`src/design/srgp_pkg.sv`:
```
package srgp_pkg;

  // Move count and chain depth limits (four-bit count field in the length byte)
  localparam int CNT_W         = 4;
  localparam int MAX_MOVES_DEF = 15;
  localparam int KEY_W         = 40;
  localparam int MOVE_W        = 16;
  localparam int BYTE_W        = 8;
  localparam int STAT_W        = 16;
  localparam int HDR_LAST      = 4;   // index of the length byte in the header

  localparam logic [STAT_W-1:0] STAT_MAX = '1;

  typedef enum logic [2:0] {
    ST_IDLE,
    ST_PROC,
    ST_HDR,
    ST_FROM,
    ST_TO
  } state_t;

  // Per-cycle command broadcast to every cell of the move chain
  typedef struct packed {
    logic shift;   // every cell takes its right neighbor's contents
    logic insert;  // first empty cell captures the new move
  } cell_ctrl_t;

endpackage

```
`src/design/sorted_record_group_packer_top.sv`:
```
// Sorted record group packer.
// Input channel (in_valid/in_ready): one transaction per record. action 0 adds
// a record {position_key, from_square, to_square}; action 1 ends the list and
// flushes the open group. Output channel (out_valid/out_ready): one transaction
// per byte of a packed group line, last_of_line on its final byte, with the
// running statistics (groups_done, distinct_moves, most_moves, dropped_moves)
// as they stood at the flush.
// Flow: an add record that does not close a group is accepted, then gets one
// compare/insert step in the move chain. A record that closes a group with n
// moves first sends a line of 5 + 2n bytes while the group drains out of the
// chain, one byte per cycle while out_ready holds, then, if it adds a move,
// gets its own insert step. Input is taken only while the block is idle.
// The move chain is one cell per stored move: dedup compares run in all cells
// in parallel, and the drain shifts the chain toward its head.
// Reset (rst, synchronous): no open group, chain empty, statistics zero.
// Receiver stall: the output register holds its byte and fields; draining
// pauses until out_ready, and no new record is taken meanwhile.
module sorted_record_group_packer_top #(
  parameter int MAX_MOVES = srgp_pkg::MAX_MOVES_DEF
) (
  input  logic                               clk,
  input  logic                               rst,
  input  logic                               in_valid,
  output logic                               in_ready,
  input  logic                               action,
  input  logic [srgp_pkg::KEY_W-1:0]         position_key,
  input  logic [srgp_pkg::BYTE_W-1:0]        from_square,
  input  logic [srgp_pkg::BYTE_W-1:0]        to_square,
  output logic                               out_valid,
  input  logic                               out_ready,
  output logic [srgp_pkg::BYTE_W-1:0]        out_byte,
  output logic                               last_of_line,
  output logic [srgp_pkg::STAT_W-1:0]        groups_done,
  output logic [srgp_pkg::STAT_W-1:0]        distinct_moves,
  output logic [srgp_pkg::CNT_W-1:0]         most_moves,
  output logic [srgp_pkg::STAT_W-1:0]        dropped_moves
);

  localparam logic [srgp_pkg::CNT_W-1:0] CAP = srgp_pkg::CNT_W'(MAX_MOVES);

  srgp_pkg::state_t state, state_next;

  // Captured record
  logic                          act_r;
  logic [srgp_pkg::KEY_W-1:0]    key_r;
  logic [srgp_pkg::MOVE_W-1:0]   move_r;

  // Group state
  logic                          group_open;
  logic [srgp_pkg::KEY_W-1:0]    group_key;
  logic [srgp_pkg::CNT_W-1:0]    move_count;
  logic                          pend_add;   // record waiting behind a flush
  logic [2:0]                    hdr_idx;
  logic                          first_pair;

  // Statistics
  logic [srgp_pkg::STAT_W-1:0]   grp_cnt;
  logic [srgp_pkg::STAT_W-1:0]   mv_cnt;
  logic [srgp_pkg::CNT_W-1:0]    max_seen;
  logic [srgp_pkg::STAT_W-1:0]   drop_cnt;

  // Chain interface
  srgp_pkg::cell_ctrl_t          ctrl;
  logic                          any_match;
  logic                          head_occ;
  logic [srgp_pkg::MOVE_W-1:0]   head_move;

  logic                          accept;
  logic                          flush;
  logic                          do_add;
  logic                          ins;
  logic                          drop;
  logic                          ob_load;
  logic                          emit_done;
  logic [srgp_pkg::BYTE_W-1:0]   byte_next;
  logic                          last_next;
  logic [srgp_pkg::CNT_W-1:0]    count_inc;

  assign accept    = in_valid && in_ready;
  assign flush     = act_r ? group_open : (group_open && (key_r != group_key));
  assign do_add    = !act_r && !flush;
  assign ins       = do_add && !any_match && (move_count < CAP);
  assign drop      = do_add && !any_match && !(move_count < CAP);
  assign count_inc = move_count + 1'b1;

  // Byte producer: loads the output register when it is empty or being taken
  assign ob_load = ((state == srgp_pkg::ST_HDR) || (state == srgp_pkg::ST_FROM) ||
                    (state == srgp_pkg::ST_TO)) && (!out_valid || out_ready);

  assign emit_done = ob_load &&
                     (((state == srgp_pkg::ST_HDR) && (hdr_idx == 3'(srgp_pkg::HDR_LAST)) &&
                       (move_count == '0)) ||
                      ((state == srgp_pkg::ST_TO) && (move_count == 4'd1)));

  // Next state
  always_comb begin
    state_next = state;
    case (state)
      srgp_pkg::ST_IDLE: begin
        if (accept) state_next = srgp_pkg::ST_PROC;
      end
      srgp_pkg::ST_PROC: begin
        state_next = flush ? srgp_pkg::ST_HDR : srgp_pkg::ST_IDLE;
      end
      srgp_pkg::ST_HDR: begin
        if (emit_done) begin
          state_next = pend_add ? srgp_pkg::ST_PROC : srgp_pkg::ST_IDLE;
        end else if (ob_load && (hdr_idx == 3'(srgp_pkg::HDR_LAST))) begin
          state_next = srgp_pkg::ST_FROM;
        end
      end
      srgp_pkg::ST_FROM: begin
        if (ob_load) state_next = srgp_pkg::ST_TO;
      end
      srgp_pkg::ST_TO: begin
        if (emit_done) begin
          state_next = pend_add ? srgp_pkg::ST_PROC : srgp_pkg::ST_IDLE;
        end else if (ob_load) begin
          state_next = srgp_pkg::ST_FROM;
        end
      end
      default: state_next = srgp_pkg::ST_IDLE;
    endcase
  end

  // Outputs of the sequencer
  always_comb begin
    in_ready    = 1'b0;
    ctrl.shift  = 1'b0;
    ctrl.insert = 1'b0;
    byte_next   = '0;
    last_next   = 1'b0;
    case (state)
      srgp_pkg::ST_IDLE: begin
        in_ready = 1'b1;
      end
      srgp_pkg::ST_PROC: begin
        ctrl.insert = ins;
      end
      srgp_pkg::ST_HDR: begin
        case (hdr_idx)
          3'd0:    byte_next = group_key[39:32];
          3'd1:    byte_next = group_key[31:24];
          3'd2:    byte_next = group_key[23:16];
          3'd3:    byte_next = group_key[15:8];
          default: byte_next = {group_key[7:4], move_count};
        endcase
        last_next = (hdr_idx == 3'(srgp_pkg::HDR_LAST)) && (move_count == '0);
      end
      srgp_pkg::ST_FROM: begin
        byte_next = head_move[15:8] |
                    (first_pair ? {group_key[3:2], 6'b0} : 8'h00);
      end
      srgp_pkg::ST_TO: begin
        byte_next  = head_move[7:0] |
                     (first_pair ? {group_key[1:0], 6'b0} : 8'h00);
        last_next  = (move_count == 4'd1);
        ctrl.shift = ob_load;
      end
      default: begin
        in_ready = 1'b0;
      end
    endcase
  end

  // Control registers
  always_ff @(posedge clk) begin
    if (rst) begin
      state      <= srgp_pkg::ST_IDLE;
      group_open <= 1'b0;
      move_count <= '0;
      pend_add   <= 1'b0;
      hdr_idx    <= '0;
      first_pair <= 1'b0;
      grp_cnt    <= '0;
      mv_cnt     <= '0;
      max_seen   <= '0;
      drop_cnt   <= '0;
      out_valid  <= 1'b0;
    end else begin
      state <= state_next;

      if (state == srgp_pkg::ST_PROC) begin
        if (flush) begin
          pend_add   <= !act_r;
          hdr_idx    <= '0;
          first_pair <= 1'b1;
          if (grp_cnt != srgp_pkg::STAT_MAX) grp_cnt <= grp_cnt + 1'b1;
        end else if (do_add) begin
          group_open <= 1'b1;
          if (ins) begin
            move_count <= count_inc;
            if (mv_cnt != srgp_pkg::STAT_MAX) mv_cnt <= mv_cnt + 1'b1;
            if (count_inc > max_seen) max_seen <= count_inc;
          end
          if (drop && (drop_cnt != srgp_pkg::STAT_MAX)) drop_cnt <= drop_cnt + 1'b1;
        end
      end

      if (ob_load) begin
        if (state == srgp_pkg::ST_HDR) hdr_idx <= hdr_idx + 1'b1;
        if (state == srgp_pkg::ST_TO) begin
          move_count <= move_count - 1'b1;
          first_pair <= 1'b0;
        end
      end
      if (emit_done) group_open <= 1'b0;

      if (ob_load) begin
        out_valid <= 1'b1;
      end else if (out_ready) begin
        out_valid <= 1'b0;
      end
    end
  end

  // Payload registers
  always_ff @(posedge clk) begin
    if (accept) begin
      act_r  <= action;
      key_r  <= position_key;
      move_r <= {from_square, to_square};
    end
    if ((state == srgp_pkg::ST_PROC) && do_add) group_key <= key_r;
    if (ob_load) begin
      out_byte       <= byte_next;
      last_of_line   <= last_next;
      groups_done    <= grp_cnt;
      distinct_moves <= mv_cnt;
      most_moves     <= max_seen;
      dropped_moves  <= drop_cnt;
    end
  end

  srgp_chain #(
    .MAX_MOVES (MAX_MOVES)
  ) u_chain (
    .clk       (clk),
    .rst       (rst),
    .ctrl      (ctrl),
    .new_move  (move_r),
    .any_match (any_match),
    .head_occ  (head_occ),
    .head_move (head_move)
  );

`ifndef ASSERT_OFF
  a_count_cap: assert property (@(posedge clk) disable iff (rst)
    move_count <= CAP)
    else $error("move count above capacity");

  a_closed_empty: assert property (@(posedge clk) disable iff (rst)
    !group_open |-> (move_count == '0) && !head_occ)
    else $error("closed group leaves moves in the chain");

  a_flush_starts: assert property (@(posedge clk) disable iff (rst)
    (state == srgp_pkg::ST_PROC) && flush |=> (state == srgp_pkg::ST_HDR))
    else $error("flush did not start header emission");

  a_last_pair: assert property (@(posedge clk) disable iff (rst)
    ob_load && (state == srgp_pkg::ST_TO) && (move_count == 4'd1) |=>
    out_valid && last_of_line)
    else $error("final pair not flagged as end of line");

  a_drain_head: assert property (@(posedge clk) disable iff (rst)
    (state == srgp_pkg::ST_FROM) || (state == srgp_pkg::ST_TO) |-> head_occ)
    else $error("pair emission from an empty chain head");
`endif

endmodule

```
`src/design/srgp_cell.sv`:
```
module srgp_cell (
  input  logic                              clk,
  input  logic                              rst,
  input  srgp_pkg::cell_ctrl_t              ctrl,
  input  logic [srgp_pkg::MOVE_W-1:0]       new_move,
  input  logic                              left_occ,
  input  logic                              right_occ,
  input  logic [srgp_pkg::MOVE_W-1:0]       right_move,
  output logic                              occ,
  output logic [srgp_pkg::MOVE_W-1:0]       move,
  output logic                              match
);

  always_ff @(posedge clk) begin
    if (rst) begin
      occ <= 1'b0;
    end else if (ctrl.shift) begin
      occ <= right_occ;
    end else if (ctrl.insert && !occ && left_occ) begin
      occ <= 1'b1;
    end
  end

  always_ff @(posedge clk) begin
    if (ctrl.shift) begin
      move <= right_move;
    end else if (ctrl.insert && !occ && left_occ) begin
      move <= new_move;
    end
  end

  assign match = occ && (move == new_move);

endmodule

```
`src/design/srgp_chain.sv`:
```
module srgp_chain #(
  parameter int MAX_MOVES = srgp_pkg::MAX_MOVES_DEF
) (
  input  logic                              clk,
  input  logic                              rst,
  input  srgp_pkg::cell_ctrl_t              ctrl,
  input  logic [srgp_pkg::MOVE_W-1:0]       new_move,
  output logic                              any_match,
  output logic                              head_occ,
  output logic [srgp_pkg::MOVE_W-1:0]       head_move
);

  logic [MAX_MOVES-1:0]      occ;
  logic [MAX_MOVES-1:0]      match;
  logic [srgp_pkg::MOVE_W-1:0] move [MAX_MOVES];

  for (genvar i = 0; i < MAX_MOVES; i++) begin : g_cell
    logic                        left_occ;
    logic                        right_occ;
    logic [srgp_pkg::MOVE_W-1:0] right_move;

    if (i == 0) begin : g_head
      assign left_occ = 1'b1;
    end else begin : g_body
      assign left_occ = occ[i-1];
    end

    if (i == MAX_MOVES - 1) begin : g_tail
      assign right_occ  = 1'b0;
      assign right_move = '0;
    end else begin : g_inner
      assign right_occ  = occ[i+1];
      assign right_move = move[i+1];
    end

    srgp_cell u_cell (
      .clk        (clk),
      .rst        (rst),
      .ctrl       (ctrl),
      .new_move   (new_move),
      .left_occ   (left_occ),
      .right_occ  (right_occ),
      .right_move (right_move),
      .occ        (occ[i]),
      .move       (move[i]),
      .match      (match[i])
    );
  end

  assign any_match = |match;
  assign head_occ  = occ[0];
  assign head_move = move[0];

endmodule

```
`config.mk`:
```
export PLATFORM = sky130hd
export DESIGN_NAME = sorted_record_group_packer_top
export DESIGN_NICKNAME = d
export VERILOG_FILES = /design/src/design/srgp_pkg.sv /design/src/design/sorted_record_group_packer_top.sv /design/src/design/srgp_cell.sv /design/src/design/srgp_chain.sv
export SDC_FILE = /design/constraint.sdc
export NUM_CORES = 1
export LEC_CHECK = 0
export BUFFER_PORTS_ARGS = -buffer_cell sky130_fd_sc_hd__buf_2
export CORE_UTILIZATION = 58
export CTS_BUF_LIST = sky130_fd_sc_hd__clkbuf_4 sky130_fd_sc_hd__clkbuf_8
export DETAILED_ROUTE_END_ITERATION = 16
export PLACE_DENSITY = 0.74
export SLEW_MARGIN = 40
export SYNTH_ARGS = -nofsm -noshare
export SYNTH_HDL_FRONTEND = slang
export SYNTH_HIERARCHICAL = 1
export SYNTH_SLANG_ARGS = --single-unit
```
`constraint.sdc`:
```
create_clock -name clk -period 6.5 [get_ports clk]
set_clock_uncertainty 0.05 [all_clocks]
set_input_delay 0 -clock clk [delete_from_list [all_inputs] [get_ports clk]]
set_output_delay 0 -clock clk [all_outputs]
set_load 0.01 [all_outputs]
```
* After elaboration in Yosys (flattened, before gate mapping) *
Index checks and enable logic that the tools add are counted.
W data, S select, Z words.

operators by class
  mux-type cells = 90
  equal/unequal tests = 32
  reductions and logical operators = 111
  magnitude comparators = 2
  bitwise gates (word level) = 3
  add/sub/neg operators = 6

operators by type and width
  operator                 count
  $mux W16                 28
  $eq A16 B16 Y1           15
  $logic_and A1 B1 Y1      59
  $add A16 B1 Y16 const B  3
  $ne A16 B16 Y1 const B   3
  $ne A40 B40 Y1           1
  $mux W1                  39
  $pmux W8 S4              1
  $mux W3                  10
  $reduce_bool A2 Y1       15
  $mux W4                  6
  $pmux W8 S3              1
  $logic_not A1 Y1         20
  $mux W8                  2
  $or A8 B8 Y8             2
  $pmux W3 S5              1
  $reduce_or A15 Y1        1
  $eq A3 B2 Y1 const B     4
  $reduce_and A5 Y1        2
  $reduce_and A4 Y1        2
  $eq A3 B1 Y1 const B     2
  $eq A3 B3 Y1 const B     2
  $logic_not A3 Y1         2
  $ne A3 B3 Y1 const B     2
  15 further kinds         21

word-level totals
  logic and storage cells = 295
  output and inout port bits = 63
  register bits after elaboration = 479

* Depth between registers and ports, before layout *
  depth in word-level cells = 13
  gate-level depth with buffers = 12
  depth with buffers taken out = 12

* Modules after synthesis *
Netlist, hierarchy kept.

by module, submodules not included
  module                          instances  cells each  area each (sq um)
  srgp_cell                       15         62          899.6
  sorted_record_group_packer_top  1          702         9091.2
  srgp_chain                      1          7           37.5

* Worst setup path before layout *
Ideal clock, no wire load.

  kind = reg2reg
  start = reg group_key[2] (netlist bit)
  end = reg group_key[0] (netlist bit) (enable)
  clock period less this slack = 5.171 ns
  buffers on the path = 2
  path slack = 1.329 ns
  cell stages (with the launch flop) = 9
  data required time = 5.963 ns
  data arrival time = 4.634 ns
  cell sequence = edfxtp_1 -> xor2_1 -> nor4_1 -> nand4_2 -> nor4_4 -> a21oi_2 -> buf_6 -> clkbuf_1 -> nor3_1

on the way
  cells in the longest elaborated chain, start to end = 6

ends and longest elaborated chain
  what                      line                                   RTL
  start: declaration        sorted_record_group_packer_top.sv:50   logic [srgp_pkg::KEY_W-1:0] group_key;
  start signal: assignment  sorted_record_group_packer_top.sv:224  if ((state == srgp_pkg::ST_PROC) && do_add) group_key <= key_r;
  $ne A40 B40 Y1            sorted_record_group_packer_top.sv:80   assign flush = act_r ? group_open : (group_open && (key_r != group_key));
  $logic_and A1 B1 Y1       sorted_record_group_packer_top.sv:80
  $mux W1                   sorted_record_group_packer_top.sv:80
  $logic_not A1 Y1          sorted_record_group_packer_top.sv:81   assign do_add = !act_r && !flush;
  $logic_and A1 B1 Y1       sorted_record_group_packer_top.sv:81
  $logic_and A1 B1 Y1       sorted_record_group_packer_top.sv:224

No other way between the ends.
A chain may end at the register's enable or synchronous reset.

==> qor.csv <==
metric,value,unit
status,completed,
cts_root_buf,clkbuf_8,
slew_viol_final,0,
post-route-drc-count,0,
synth_area_per_cell,13.8,um^2
synth_cell_types,57,
grt_first_pass_wirelength,81200,um
vias_per_cell,5.76,
hold_class,in2reg,
synth_area_leaders,"edfxtp_1, mux2_2, xnor2_1",
pin_count,124,
wl_per_cell,21.1,um
clock_sinks,479,
synth.most_common_cell,edfxtp_1,
cts_tree,built,
cp-start-kind,flip-flop,
dpl.hpwl,33500,um
portBuffers,123,
synthCells,1639,
netlist_area,22600,um^2
cp_common_cell,buf_4,
min_period_over_period,67.5,%
seq_area_frac_synth,60.0,%
cts_made_buffers,79,
synth_largest_type_area_fraction,52.8,%
clkTransAtPathRegs,80,ps
hold_start,to_square[1],
grt_pass1_vias,14300,
clockBufferDepth,3,
finalSetupTns,0,ps
wl,52500,um
cp_max_fo,15,
maxCapViolations,0,
tightest_slew,807,ps
fillers,2682,
power_density,262,nW/um^2
rsz0062_at_grt,false,
critical_path.top_delay_family,simple AND/OR/NAND/NOR gates,
via_count,14300,
rows,71,
r2r-start,move_r[12],
ir_drop,180,uV
grt_max_degree,148,
worstPathArrival,4670,ps
grt-ovfl-total,0,
maxSlewHeadroom,46.2,%
first_iter_violations,1057,
cpPeakStageDelay,840,ps
core-area,38000,um^2
die_area,39800,um^2
grt_usage,27.0,%
final_nets,1994,
fin_ws,2110,ps
cp.required,6780,ps
ys_seq_elements,479,
pre_cts_ws,2190,ps
period_minus_slack,4390,ps
startpoint,move_r[12],
worstPathCellList,buf_4 -> xor2_1 -> nor4_1 -> nand4_1 -> nor4_2 -> nor4_1 -> nand4_1 -> nor2_1 -> nand3_1 -> nor2_2 -> buf_4 -> nand2_1 -> o21bai_1 -> buf_4,
gp_congestion,0.823,
cp-end-kind,flip-flop,
post-cts-setup-buffers,0,
first_pass_iters,7,
area_delta_synth_final,16.6,%
cp_num_buf_inv,3,
die-width,199,um
die_h,199,um
hold_viol,0,
async_flop_share,0,%
synth-edff-count,398,
clock.fmax,228,MHz
yosys_warnings,6,
ys.flop_type,edfxtp_1,
synth_top_cell_by_area,edfxtp_1,
drtAntennaViolNets,0,
drive_gt1_share,29.5,%
synth_common_cells,"edfxtp_1, mux2_2, xnor2_1",
insertion_delay,640,ps
setup_viol,0,
dpl_cell_area,24100,um^2
antenna_cells,0,
critPathKind,reg2reg,
leakage,8.83,nW
design_area,26400,um^2
start_util,59.5,%
htreeDepth,3,
slowest_stage,edfxtp_1,
antenna_found_initial,1,
==> routing by layer <==
metal / vias to the layer above / track usage (%) / routed length, um
met1: 7136 / 34.2 / 21800
met4: 0 / 10.6 / 1710
met3: 104 / 4.93 / 2780
met5: - / 0 / 0
met2: 428 / 45.8 / 26100
li1: 6669 / - / -
==> registers in the layout, summed over array words and instances (netlist names) <==
name                        cells
first_pair                      1
group_key                      40
state                           3
u_chain/g_cell.u_cell/occ      15
pend_add                        1
mv_cnt                         16
distinct_moves                 16
act_r                           1
groups_done                    16
move_count                      4
move_r                         16
drop_cnt                       16
last_of_line                    1
most_moves                      4
dropped_moves                  16
grp_cnt                        16
hdr_idx                         3
out_valid                       1
key_r                          40
group_open                      1
out_byte                        8
u_chain/g_cell.u_cell/move    240
max_seen                        4
==> per-stage QoR <==
stage / utilization, % / std cells / total power, mW / hold WS, ps
final: 69.3 / 2490 / 6.92 / 13.0
after global routing: 69.3 / 2490 / 7.16 / 9.30
after CTS: 69.3 / 2489 / 6.94 / 2.27
after detailed placement: 63.4 / 2279 / 4.27 / 128
after global placement: 63.2 / 2275 / 4.25 / 128
after floorplan: - / 1655 / 4.05 / 48.9
==> report_power, final <==
part	internal (mW)	leakage, nW	switching [mW]	total (mW)
Clock	1.46	0.852	1.20	2.66
Sequential	3.46	4.30	0.0995	3.56
Combinational	0.321	3.68	0.376	0.697
Total	5.24	8.83	1.68	6.92
==> final timing paths <==
path                                       end  slack [ps]  cells past startpoint
max reg2reg  u_chain/g_cell[12].u_cell/move[3]        2110                     14
max          u_chain/g_cell[12].u_cell/move[3]        2110                     14
min reg2reg                      group_key[18]         410                      0
min                                  move_r[1]          10                      2
==> logic make-up after synthesis <==
logic type | count (synthesis) | share of synthesized area, %
adder cells (fa/ha/maj) | 16 | 0.885
AO/OA/AOI/OAI | 126 | 3.73
flip-flops | 479 | 60.0
multiplexers | 249 | 12.4
other | 2 | 0.0332
buffers and inverters | 97 | 1.85
AND/OR/NAND/NOR | 351 | 8.79
XOR/XNOR | 319 | 12.3
==> what timing repair did <==
item | 4_1_cts | 5_1_grt
endpoints found under the setup margin | 0 | 0
hold buffers | 67 | 0
endpoints found under the hold margin | 74 | 0
gates resized for setup | 0 | 0
==> layout make-up <==
class | count | area (um^2) | share of cell area (%)
Sequential cell | 479 | 13600 | 51.5
Timing Repair Buffer | 243 | 1710 | 6.47
Inverter | 35 | 144 | 0.546
Clock inverter | 27 | 174 | 0.660
Clock buffer | 116 | 1400 | 5.32
Multi-Input combinational cell | 1079 | 8730 | 33.1
Tap cell | 511 | 639 | 2.42
==> cell usage in the layout, fill, tap and decap left out, drive strengths merged, types with 35 or more instances in the layout <==
cell	n
nor2	81
nand2	57
xnor2	225
dfxtp	81
buf	176
mux2	242
inv	35
dlygate4sd3	67
nand4	63
clkbuf	116
a21oi	39
edfxtp	398
nor4	51
xor2	94
No activity file was read; power rests on OpenSTA's default activity.
